===== src/hw/rtl/lse_pkg.sv =====
// Shared types and constants for the LSB stego extractor.
package lse_pkg;

    // Result kinds carried on the output tuser
    typedef enum logic [2:0] {
        KIND_EXT       = 3'd0,
        KIND_MSG       = 3'd1,
        KIND_MAGIC_BAD = 3'd2,
        KIND_EXT_LONG  = 3'd3,
        KIND_EMPTY     = 3'd4
    } kind_t;

    // Configuration register indexes
    localparam logic [0:0] CFG_MAGIC_LENGTH = 1'd0;
    localparam logic [0:0] CFG_MAGIC_CHARS  = 1'd1;

    // Configuration reset values: two magic characters, "#*"
    localparam logic [3:0]  MAGIC_LENGTH_RESET = 4'd2;
    localparam logic [63:0] MAGIC_CHARS_RESET  = 64'd10787;

    // Magic length bounds
    localparam logic [3:0] MAGIC_LEN_MIN = 4'd1;
    localparam logic [3:0] MAGIC_LEN_MAX = 4'd8;

    // Result of one cover byte
    typedef struct packed {
        logic       valid;
        kind_t      kind;
        logic [7:0] byte_value;
        logic       last;
    } result_t;

endpackage


===== src/hw/rtl/lsb_stego_extractor_top.sv =====
// Top level of the LSB stego extractor: config registers, parser and result register.
//
//  Channel | Dir | Handshake         | Payload
//  --------+-----+-------------------+--------------------------------------------
//  s_*     | in  | s_tvalid/s_tready | tdata: cover_byte; tuser: first_byte
//  m_*     | out | m_tvalid/m_tready | tdata: byte_value; tuser: kind; tlast: last
//  cfg_*   | in  | cfg_valid/ready   | cfg_index: register; cfg_data: value
//
// One cover byte per cycle while s_tready is high; each request is decoded in the cycle
// it is taken and its result, if any, lands in the output register on that edge.
// s_tready drops only while the output register holds a result that m_tready
// does not take, so a stalled sink holds back at most one result.
// rst_n clears parse state to header skip and loads the default magic "#*".
module lsb_stego_extractor_top #(
    parameter int HEADER_BYTES = 54,
    parameter int MAX_EXT_LEN  = 16
) (
    input  logic        clk,
    input  logic        rst_n,
    input  logic        s_tvalid,
    output logic        s_tready,
    input  logic [7:0]  s_tdata,    // [7:0] cover_byte
    input  logic [0:0]  s_tuser,    // [0] first_byte
    output logic        m_tvalid,
    input  logic        m_tready,
    output logic [7:0]  m_tdata,    // [7:0] byte_value
    output logic [2:0]  m_tuser,    // [2:0] kind
    output logic        m_tlast,
    input  logic        cfg_valid,
    output logic        cfg_ready,
    input  logic [0:0]  cfg_index,
    input  logic [63:0] cfg_data
);
    import lse_pkg::*;

    logic [3:0]  magic_length_reg;
    logic [63:0] magic_chars_reg;
    logic        out_valid_reg;
    result_t     out_reg;
    result_t     result;
    logic        accept;

    assign cfg_ready = 1'b1;
    assign s_tready  = !out_valid_reg || m_tready;
    assign accept    = s_tvalid && s_tready;

    // Configuration registers
    always_ff @(posedge clk or negedge rst_n)
    begin
        if (!rst_n) begin
            magic_length_reg <= MAGIC_LENGTH_RESET;
            magic_chars_reg  <= MAGIC_CHARS_RESET;
        end else if (cfg_valid) begin
            case (cfg_index)
                CFG_MAGIC_LENGTH: magic_length_reg <= cfg_data[3:0];
                CFG_MAGIC_CHARS:  magic_chars_reg  <= cfg_data;
                default:          magic_length_reg <= magic_length_reg;
            endcase
        end
    end

    lse_parser #(
        .HEADER_BYTES (HEADER_BYTES),
        .MAX_EXT_LEN  (MAX_EXT_LEN)
    ) u_parser (
        .clk          (clk),
        .rst_n        (rst_n),
        .accept       (accept),
        .cover_bit    (s_tdata[0]),
        .first_byte   (s_tuser[0]),
        .magic_length (magic_length_reg),
        .magic_chars  (magic_chars_reg),
        .result       (result)
    );

    // Output valid flag
    always_ff @(posedge clk or negedge rst_n)
    begin
        if (!rst_n)
            out_valid_reg <= 1'b0;
        else if (s_tready)
            out_valid_reg <= accept && result.valid;
    end

    // Output payload
    always_ff @(posedge clk)
    begin
        if (accept && result.valid)
            out_reg <= result;
    end

    assign m_tvalid = out_valid_reg;
    assign m_tdata  = out_reg.byte_value;
    assign m_tuser  = out_reg.kind;
    assign m_tlast  = out_reg.last;

endmodule


===== src/hw/rtl/lse_parser.sv =====
// Parse state machine: header skip, bit gathering and phase decoding.
module lse_parser #(
    parameter int HEADER_BYTES = 54,
    parameter int MAX_EXT_LEN  = 16
) (
    input  logic            clk,
    input  logic            rst_n,
    input  logic            accept,       // a cover byte request is taken
    input  logic            cover_bit,    // bit 0 of the cover byte
    input  logic            first_byte,
    input  logic [3:0]      magic_length,
    input  logic [63:0]     magic_chars,
    output lse_pkg::result_t result
);
    import lse_pkg::*;

    localparam int HDR_W = (HEADER_BYTES < 1) ? 1 : $clog2(HEADER_BYTES + 1);

    typedef enum logic [6:0] {
        PH_HEADER  = 7'b0000001,
        PH_MAGIC   = 7'b0000010,
        PH_EXT_LEN = 7'b0000100,
        PH_EXT     = 7'b0001000,
        PH_MSG_LEN = 7'b0010000,
        PH_MSG     = 7'b0100000,
        PH_HALT    = 7'b1000000
    } phase_t;

    phase_t             phase_reg,  phase_next;
    logic [HDR_W-1:0]   hcnt_reg,   hcnt_next;
    logic [4:0]         bidx_reg,   bidx_next;
    logic [31:0]        acc_reg,    acc_next;
    logic [31:0]        rem_reg,    rem_next;
    logic [3:0]         midx_reg,   midx_next;

    // State as seen by this byte, after a restart on first_byte
    phase_t             eff_phase;
    phase_t             work_phase;
    logic [HDR_W-1:0]   eff_hcnt;
    logic [4:0]         eff_bidx;
    logic [31:0]        eff_rem;
    logic [3:0]         eff_midx;
    logic [3:0]         mag_len;
    logic [3:0]         midx_inc;
    logic [7:0]         new_byte;
    logic [31:0]        new_word;
    logic [31:0]        rem_dec;
    logic [7:0]         expect_char;

    always_comb
    begin
        eff_phase = first_byte ? PH_HEADER : phase_reg;
        eff_hcnt  = first_byte ? '0 : hcnt_reg;
        eff_bidx  = first_byte ? '0 : bidx_reg;
        eff_rem   = first_byte ? '0 : rem_reg;
        eff_midx  = first_byte ? '0 : midx_reg;
    end

    // Gathered values, lowest bit first: new bit enters at the top
    assign acc_next    = {cover_bit, acc_reg[31:1]};
    assign new_byte    = {cover_bit, acc_reg[31:25]};
    assign new_word    = {cover_bit, acc_reg[31:1]};
    assign rem_dec     = eff_rem - 32'd1;
    assign midx_inc    = eff_midx + 4'd1;
    assign expect_char = magic_chars[{eff_midx[2:0], 3'b000} +: 8];

    // Clamp the configured magic length to 1..8
    always_comb
    begin
        if (magic_length < MAGIC_LEN_MIN)
            mag_len = MAGIC_LEN_MIN;
        else if (magic_length > MAGIC_LEN_MAX)
            mag_len = MAGIC_LEN_MAX;
        else
            mag_len = magic_length;
    end

    // Next state and result for one cover byte
    always_comb
    begin
        work_phase = eff_phase;
        hcnt_next  = eff_hcnt;
        bidx_next  = eff_bidx + 5'd1;
        rem_next   = eff_rem;
        midx_next  = eff_midx;
        result     = '0;
        result.kind = KIND_EXT;

        // Header bytes are counted; the byte after them is already data
        if (eff_phase == PH_HEADER) begin
            if (eff_hcnt < HDR_W'(HEADER_BYTES))
                hcnt_next = eff_hcnt + HDR_W'(1);
            else
                work_phase = PH_MAGIC;
        end
        phase_next = work_phase;

        case (work_phase)
            PH_HEADER:
            begin
                bidx_next = eff_bidx;
            end
            PH_MAGIC:
            begin
                if (eff_bidx == 5'd7) begin
                    bidx_next = '0;
                    if (new_byte != expect_char) begin
                        phase_next        = PH_HALT;
                        result.valid      = 1'b1;
                        result.kind       = KIND_MAGIC_BAD;
                        result.last       = 1'b1;
                    end else begin
                        midx_next = midx_inc;
                        if (midx_inc >= mag_len)
                            phase_next = PH_EXT_LEN;
                    end
                end
            end
            PH_EXT_LEN:
            begin
                if (eff_bidx == 5'd31) begin
                    bidx_next = '0;
                    rem_next  = new_word;
                    if (new_word > 32'(MAX_EXT_LEN)) begin
                        phase_next   = PH_HALT;
                        result.valid = 1'b1;
                        result.kind  = KIND_EXT_LONG;
                        result.last  = 1'b1;
                    end else if (new_word == '0) begin
                        phase_next = PH_MSG_LEN;
                    end else begin
                        phase_next = PH_EXT;
                    end
                end
            end
            PH_EXT:
            begin
                if (eff_bidx == 5'd7) begin
                    bidx_next         = '0;
                    rem_next          = rem_dec;
                    if (rem_dec == '0)
                        phase_next = PH_MSG_LEN;
                    result.valid      = 1'b1;
                    result.kind       = KIND_EXT;
                    result.byte_value = new_byte;
                end
            end
            PH_MSG_LEN:
            begin
                if (eff_bidx == 5'd31) begin
                    bidx_next = '0;
                    rem_next  = new_word;
                    if (new_word == '0) begin
                        phase_next   = PH_HALT;
                        result.valid = 1'b1;
                        result.kind  = KIND_EMPTY;
                        result.last  = 1'b1;
                    end else begin
                        phase_next = PH_MSG;
                    end
                end
            end
            PH_MSG:
            begin
                if (eff_bidx == 5'd7) begin
                    bidx_next         = '0;
                    rem_next          = rem_dec;
                    result.valid      = 1'b1;
                    result.kind       = KIND_MSG;
                    result.byte_value = new_byte;
                    if (rem_dec == '0) begin
                        phase_next  = PH_HALT;
                        result.last = 1'b1;
                    end
                end
            end
            default:
            begin
                // Halted: ignore bytes until the next first byte
                bidx_next = eff_bidx;
            end
        endcase
    end

    // Parse control state
    always_ff @(posedge clk or negedge rst_n)
    begin
        if (!rst_n) begin
            phase_reg <= PH_HEADER;
            hcnt_reg  <= '0;
            bidx_reg  <= '0;
            rem_reg   <= '0;
            midx_reg  <= '0;
        end else if (accept) begin
            phase_reg <= phase_next;
            hcnt_reg  <= hcnt_next;
            bidx_reg  <= bidx_next;
            rem_reg   <= rem_next;
            midx_reg  <= midx_next;
        end
    end

    // Bit shift register; every gathered value is fully refilled before use
    always_ff @(posedge clk)
    begin
        if (accept)
            acc_reg <= acc_next;
    end

endmodule


===== config.mk =====
export PLATFORM = sky130hd
export DESIGN_NAME = lsb_stego_extractor_top
export DESIGN_NICKNAME = d
export VERILOG_FILES = /design/src/hw/rtl/lse_pkg.sv /design/src/hw/rtl/lsb_stego_extractor_top.sv /design/src/hw/rtl/lse_parser.sv
export SDC_FILE = /design/constraint.sdc
export NUM_CORES = 1
export LEC_CHECK = 0
export BUFFER_PORTS_ARGS = -buffer_cell sky130_fd_sc_hd__buf_2
export CORE_MARGIN = 2
export CORE_UTILIZATION = 48
export CTS_CLUSTER_SIZE = 10
export DETAILED_ROUTE_END_ITERATION = 6
export GPL_TIMING_DRIVEN = 0
export PLACE_DENSITY = 0.71
export SLEW_MARGIN = 20
export SYNTH_ARGS = -nofsm -noshare
export SYNTH_HDL_FRONTEND = slang
export SYNTH_HIERARCHICAL = 1
export SYNTH_SLANG_ARGS = --single-unit

===== constraint.sdc =====
create_clock -name clk -period 3.25 [get_ports clk]
set_clock_uncertainty 0.15 [all_clocks]
set_input_delay 0.65 -clock clk [delete_from_list [all_inputs] [get_ports clk]]
set_output_delay 0.65 -clock clk [all_outputs]
set_load 0.1 [all_outputs]

==> run_results.csv <==
group,metric,value,unit
sta,fmax,298,MHz
grt,grt_start_max_net_pins,90,
logic_synthesis,synth_seq_cells,166,
logic_synthesis,synth_flop_cell,"dfrtp_1",
setup_path,critPathMaxFanout,10,
cts,clock_sinks,166,
finish,layout-drive-gt1-share,0.341,
place,numPortBuffers,84,
worst_hold_path,min_path_type,"in -> reg",
floorplan,core,20000,um2
logic_synthesis,synth.distinct_cells,81,
cts,root_buffer,"clkbuf_16",
sta,finalSetupViolCount,4,
drt,routed_wl,32500,um
place,dp_hpwl,21400,um
logic_synthesis,syn-instance-count,984,
setup_path,cp-end-kind,"flip-flop",
cts,insertion_delay,430,ps
sta,period_minus_slack,3360,ps
flow_run,cap_viol_max_count,0,
floorplan,fp.dieH,146,um
sta,worst_slack,-111,ps
grt,grt_pass1_vias,8788,
grt,grt-ovfl-total,0,
place,place_congestion,1.01,
finish,nets,1230,
cts,cts_tree,"done",
setup_path,crit_path_start_kind,"input pin",
floorplan,rows,52,
logic_synthesis,yosysSeqAreaShare,0.451,
finish,area_delta_synth_final,27.2,%
cts,numCtsBuffers,17,
setup_path,path_cells,"clkbuf_16, clkinvlp_4, buf_6, buf_4, nand2_2, ha_1, buf_6, inv_2, a211oi_4, a31oi_1, a21o_1, nor4_4, nand4_1, a211oi_4, o21ai_1",
setup_path,max_stage_delay,360,ps
power_and_ir_drop,power,0.00527,W
sta,relSlewSlack,0.456,
power_and_ir_drop,power.density,427,nW/um2
sta,rsz0062_at_grt,"yes",
run_status,failed_checks,"DRC, setup timing",
floorplan,dieArea,21400,um2
setup_path,critPathKind,"in -> reg",
logic_synthesis,ys_warn_count,6,
logic_synthesis,synth_fp_nets,1073,
setup_path,arrival,3510,ps
cts,clkTransAtPathRegs,80,ps
sta,period_share,1.03,
drt,vias,9024,
logic_synthesis,synth_area_per_cell,9.87,um2
cts,htree_levels,4,
sta,tightest_slew,805,ps
sta,holdWs,294,ps
power_and_ir_drop,ir_drop,0.365,mV
sta,drv_slew,0,
drt,drtAntennaViolNets,0,
setup_path,required,3400,ps
logic_synthesis,synthArstFlopShare,0.741,
logic_synthesis,synth_edf_count,43,
drt,drc,1,
power_and_ir_drop,leakagePower,5.01,nW
grt,antenna_found_initial,2,
floorplan,boundaryPins,94,
drt,dr.pass1.iters,7,
floorplan,initial_core_util,0.485,
sta,hold_violations,0,
finish,largest_reg_flops,64,
drt,drtIter0Drc,939,
drt,viasPerCell,6.33,
drt,wl_per_cell,22.8,um
floorplan,die_w,146,um
grt,grt_use_total,0.298,
grt,grt_pass1_wl,49100,um
setup_path,crit_slowest_cell,"a211oi_4",
logic_synthesis,synth_area,9720,um2
run_status,outcome,"complete, but fails checks",
cts,cts.path.max_buffers,2,
-- metal layers --
layer	vias up	share of wire	wire, um	track usage
met3	165	0.095	3090	0.0628
met5	-	0	0	0
met1	4325	0.37	12200	0.362
li1	3968	-	-	-
met2	566	0.47	15200	0.489
met4	0	0.063	2040	0.182
-- timing repair --
item                       in CTS  in global routing
gates cloned                    2                  0
pin swaps                      41                 21
hold endpoints to repair       33                  0
gates resized for setup       118                 51
buffers inserted               46                 18
setup endpoints to repair      74                 60
hold buffers                    1                  0
-- worst max-delay path: cells and delay by family --
kind	cells	cell delay [ps]
compound gates	5	1160
simple gates	3	690
buf+inv	6	820
fa+ha+maj	1	170
-- synth_stat cells, drive strengths merged (3+ instances only) --
master,number,area share
a211oi,4,0.0036
or3,5,0.0037
nor3,24,0.012
o31a,4,0.0036
mux4,8,0.019
a22oi,11,0.0085
nor2,86,0.035
a31oi,7,0.0045
a21oi,63,0.032
buf,22,0.012
xor2,6,0.0062
o22ai,23,0.015
dfstp,8,0.022
clkbuf,55,0.028
a22o,25,0.023
nor4,31,0.024
mux2,74,0.086
xnor2,18,0.016
or4,10,0.0085
o2bb2ai,3,0.0027
nand3,14,0.0077
edfxtp,43,0.13
a21o,7,0.0054
a221oi,3,0.0027
mux2i,14,0.014
nor3b,5,0.0039
nand2,91,0.035
and3,12,0.0077
and2,6,0.0039
inv,18,0.0070
nand4,14,0.0090
dfrtp,115,0.30
o31ai,6,0.0046
o21ai,69,0.036
nand2b,10,0.0064
o21a,5,0.0039
nor2b,17,0.011
ha,10,0.013
-- cell usage in the layout (no fill, tap or decap), types with 21 or more instances in the layout --
cell type	Yosys	final
a21oi_1	63	58
a22o_1	25	25
buf_2	8	86
buf_4	3	48
clkbuf_1	48	26
clkbuf_16	0	21
dfrtp_1	115	112
edfxtp_1	43	43
mux2_2	74	74
nand2_1	90	82
nor2_1	85	79
o21ai_0	57	39
o21ai_1	12	24
o22ai_1	23	21
-- kinds of logic (layout without fill, tap and decap cells) --
logic type	Yosys count	count (layout)	synth area share
xor gates and xnor gates	24	24	0.0224
and+or+nand+nor	336	336	0.178
DFF	166	166	0.451
adders and majority gates	10	10	0.0129
muxes	96	96	0.119
buffers and inverters	95	265	0.0467
other	1	3	0.000386
AOI/OAI and AO/OA	256	256	0.170
-- path summary, 6_finish.rpt --
path / start / to / slack (ps) / cells after the start
setup / recovery: s_tuser / u_parser/phase_reg[3] / -110 / 15
hold / removal: cfg_data[49] / magic_chars_reg[49] / 290 / 2
setup reg to reg: u_parser/rem_reg[14] / u_parser/phase_reg[3] / -100 / 9
hold reg to reg: u_parser/acc_reg[2] / u_parser/acc_reg[1] / 350 / 0
max in group asynchronous: rst_n / magic_length_reg[1] / 1630 / 3
min in group asynchronous: rst_n / u_parser/bidx_reg[3] / 540 / 2
-- power by group --
part	switching (W)	internal (W)	total, W
Combinational	0.000414	0.000364	0.000778
Clock	0.00100	0.00104	0.00204
Sequential	0.000134	0.00232	0.00245
-- cell type report --
cell class / count / area, um2
tap: 270 / 338
clock buffer: 17 / 425
clock inverter: 15 / 180
inverter: 18 / 71.3
multi-input combinational: 723 / 5310
timing repair buffer: 153 / 1100
sequential: 166 / 4380
antenna: 2 / 5.00
fill: 1676 / 7680
buffer: 62 / 549
-- per-stage QoR --
step | setup WS (ps) | cells | util | area (um2) | setup TNS (ps)
finish | -111 | 1426 | 0.617 | 12400 | -317
global route | -196 | 1425 | 0.616 | 12400 | -2080
detailed placement | -1950 | 1340 | 0.533 | 10700 | -86980
floorplan | -709 | 984 | - | 9870 | -21210
CTS | -659 | 1420 | 0.607 | 12200 | -11310
global placement | -1860 | 1338 | 0.530 | 10600 | -126470
Power figures use the tool's default switching activity.
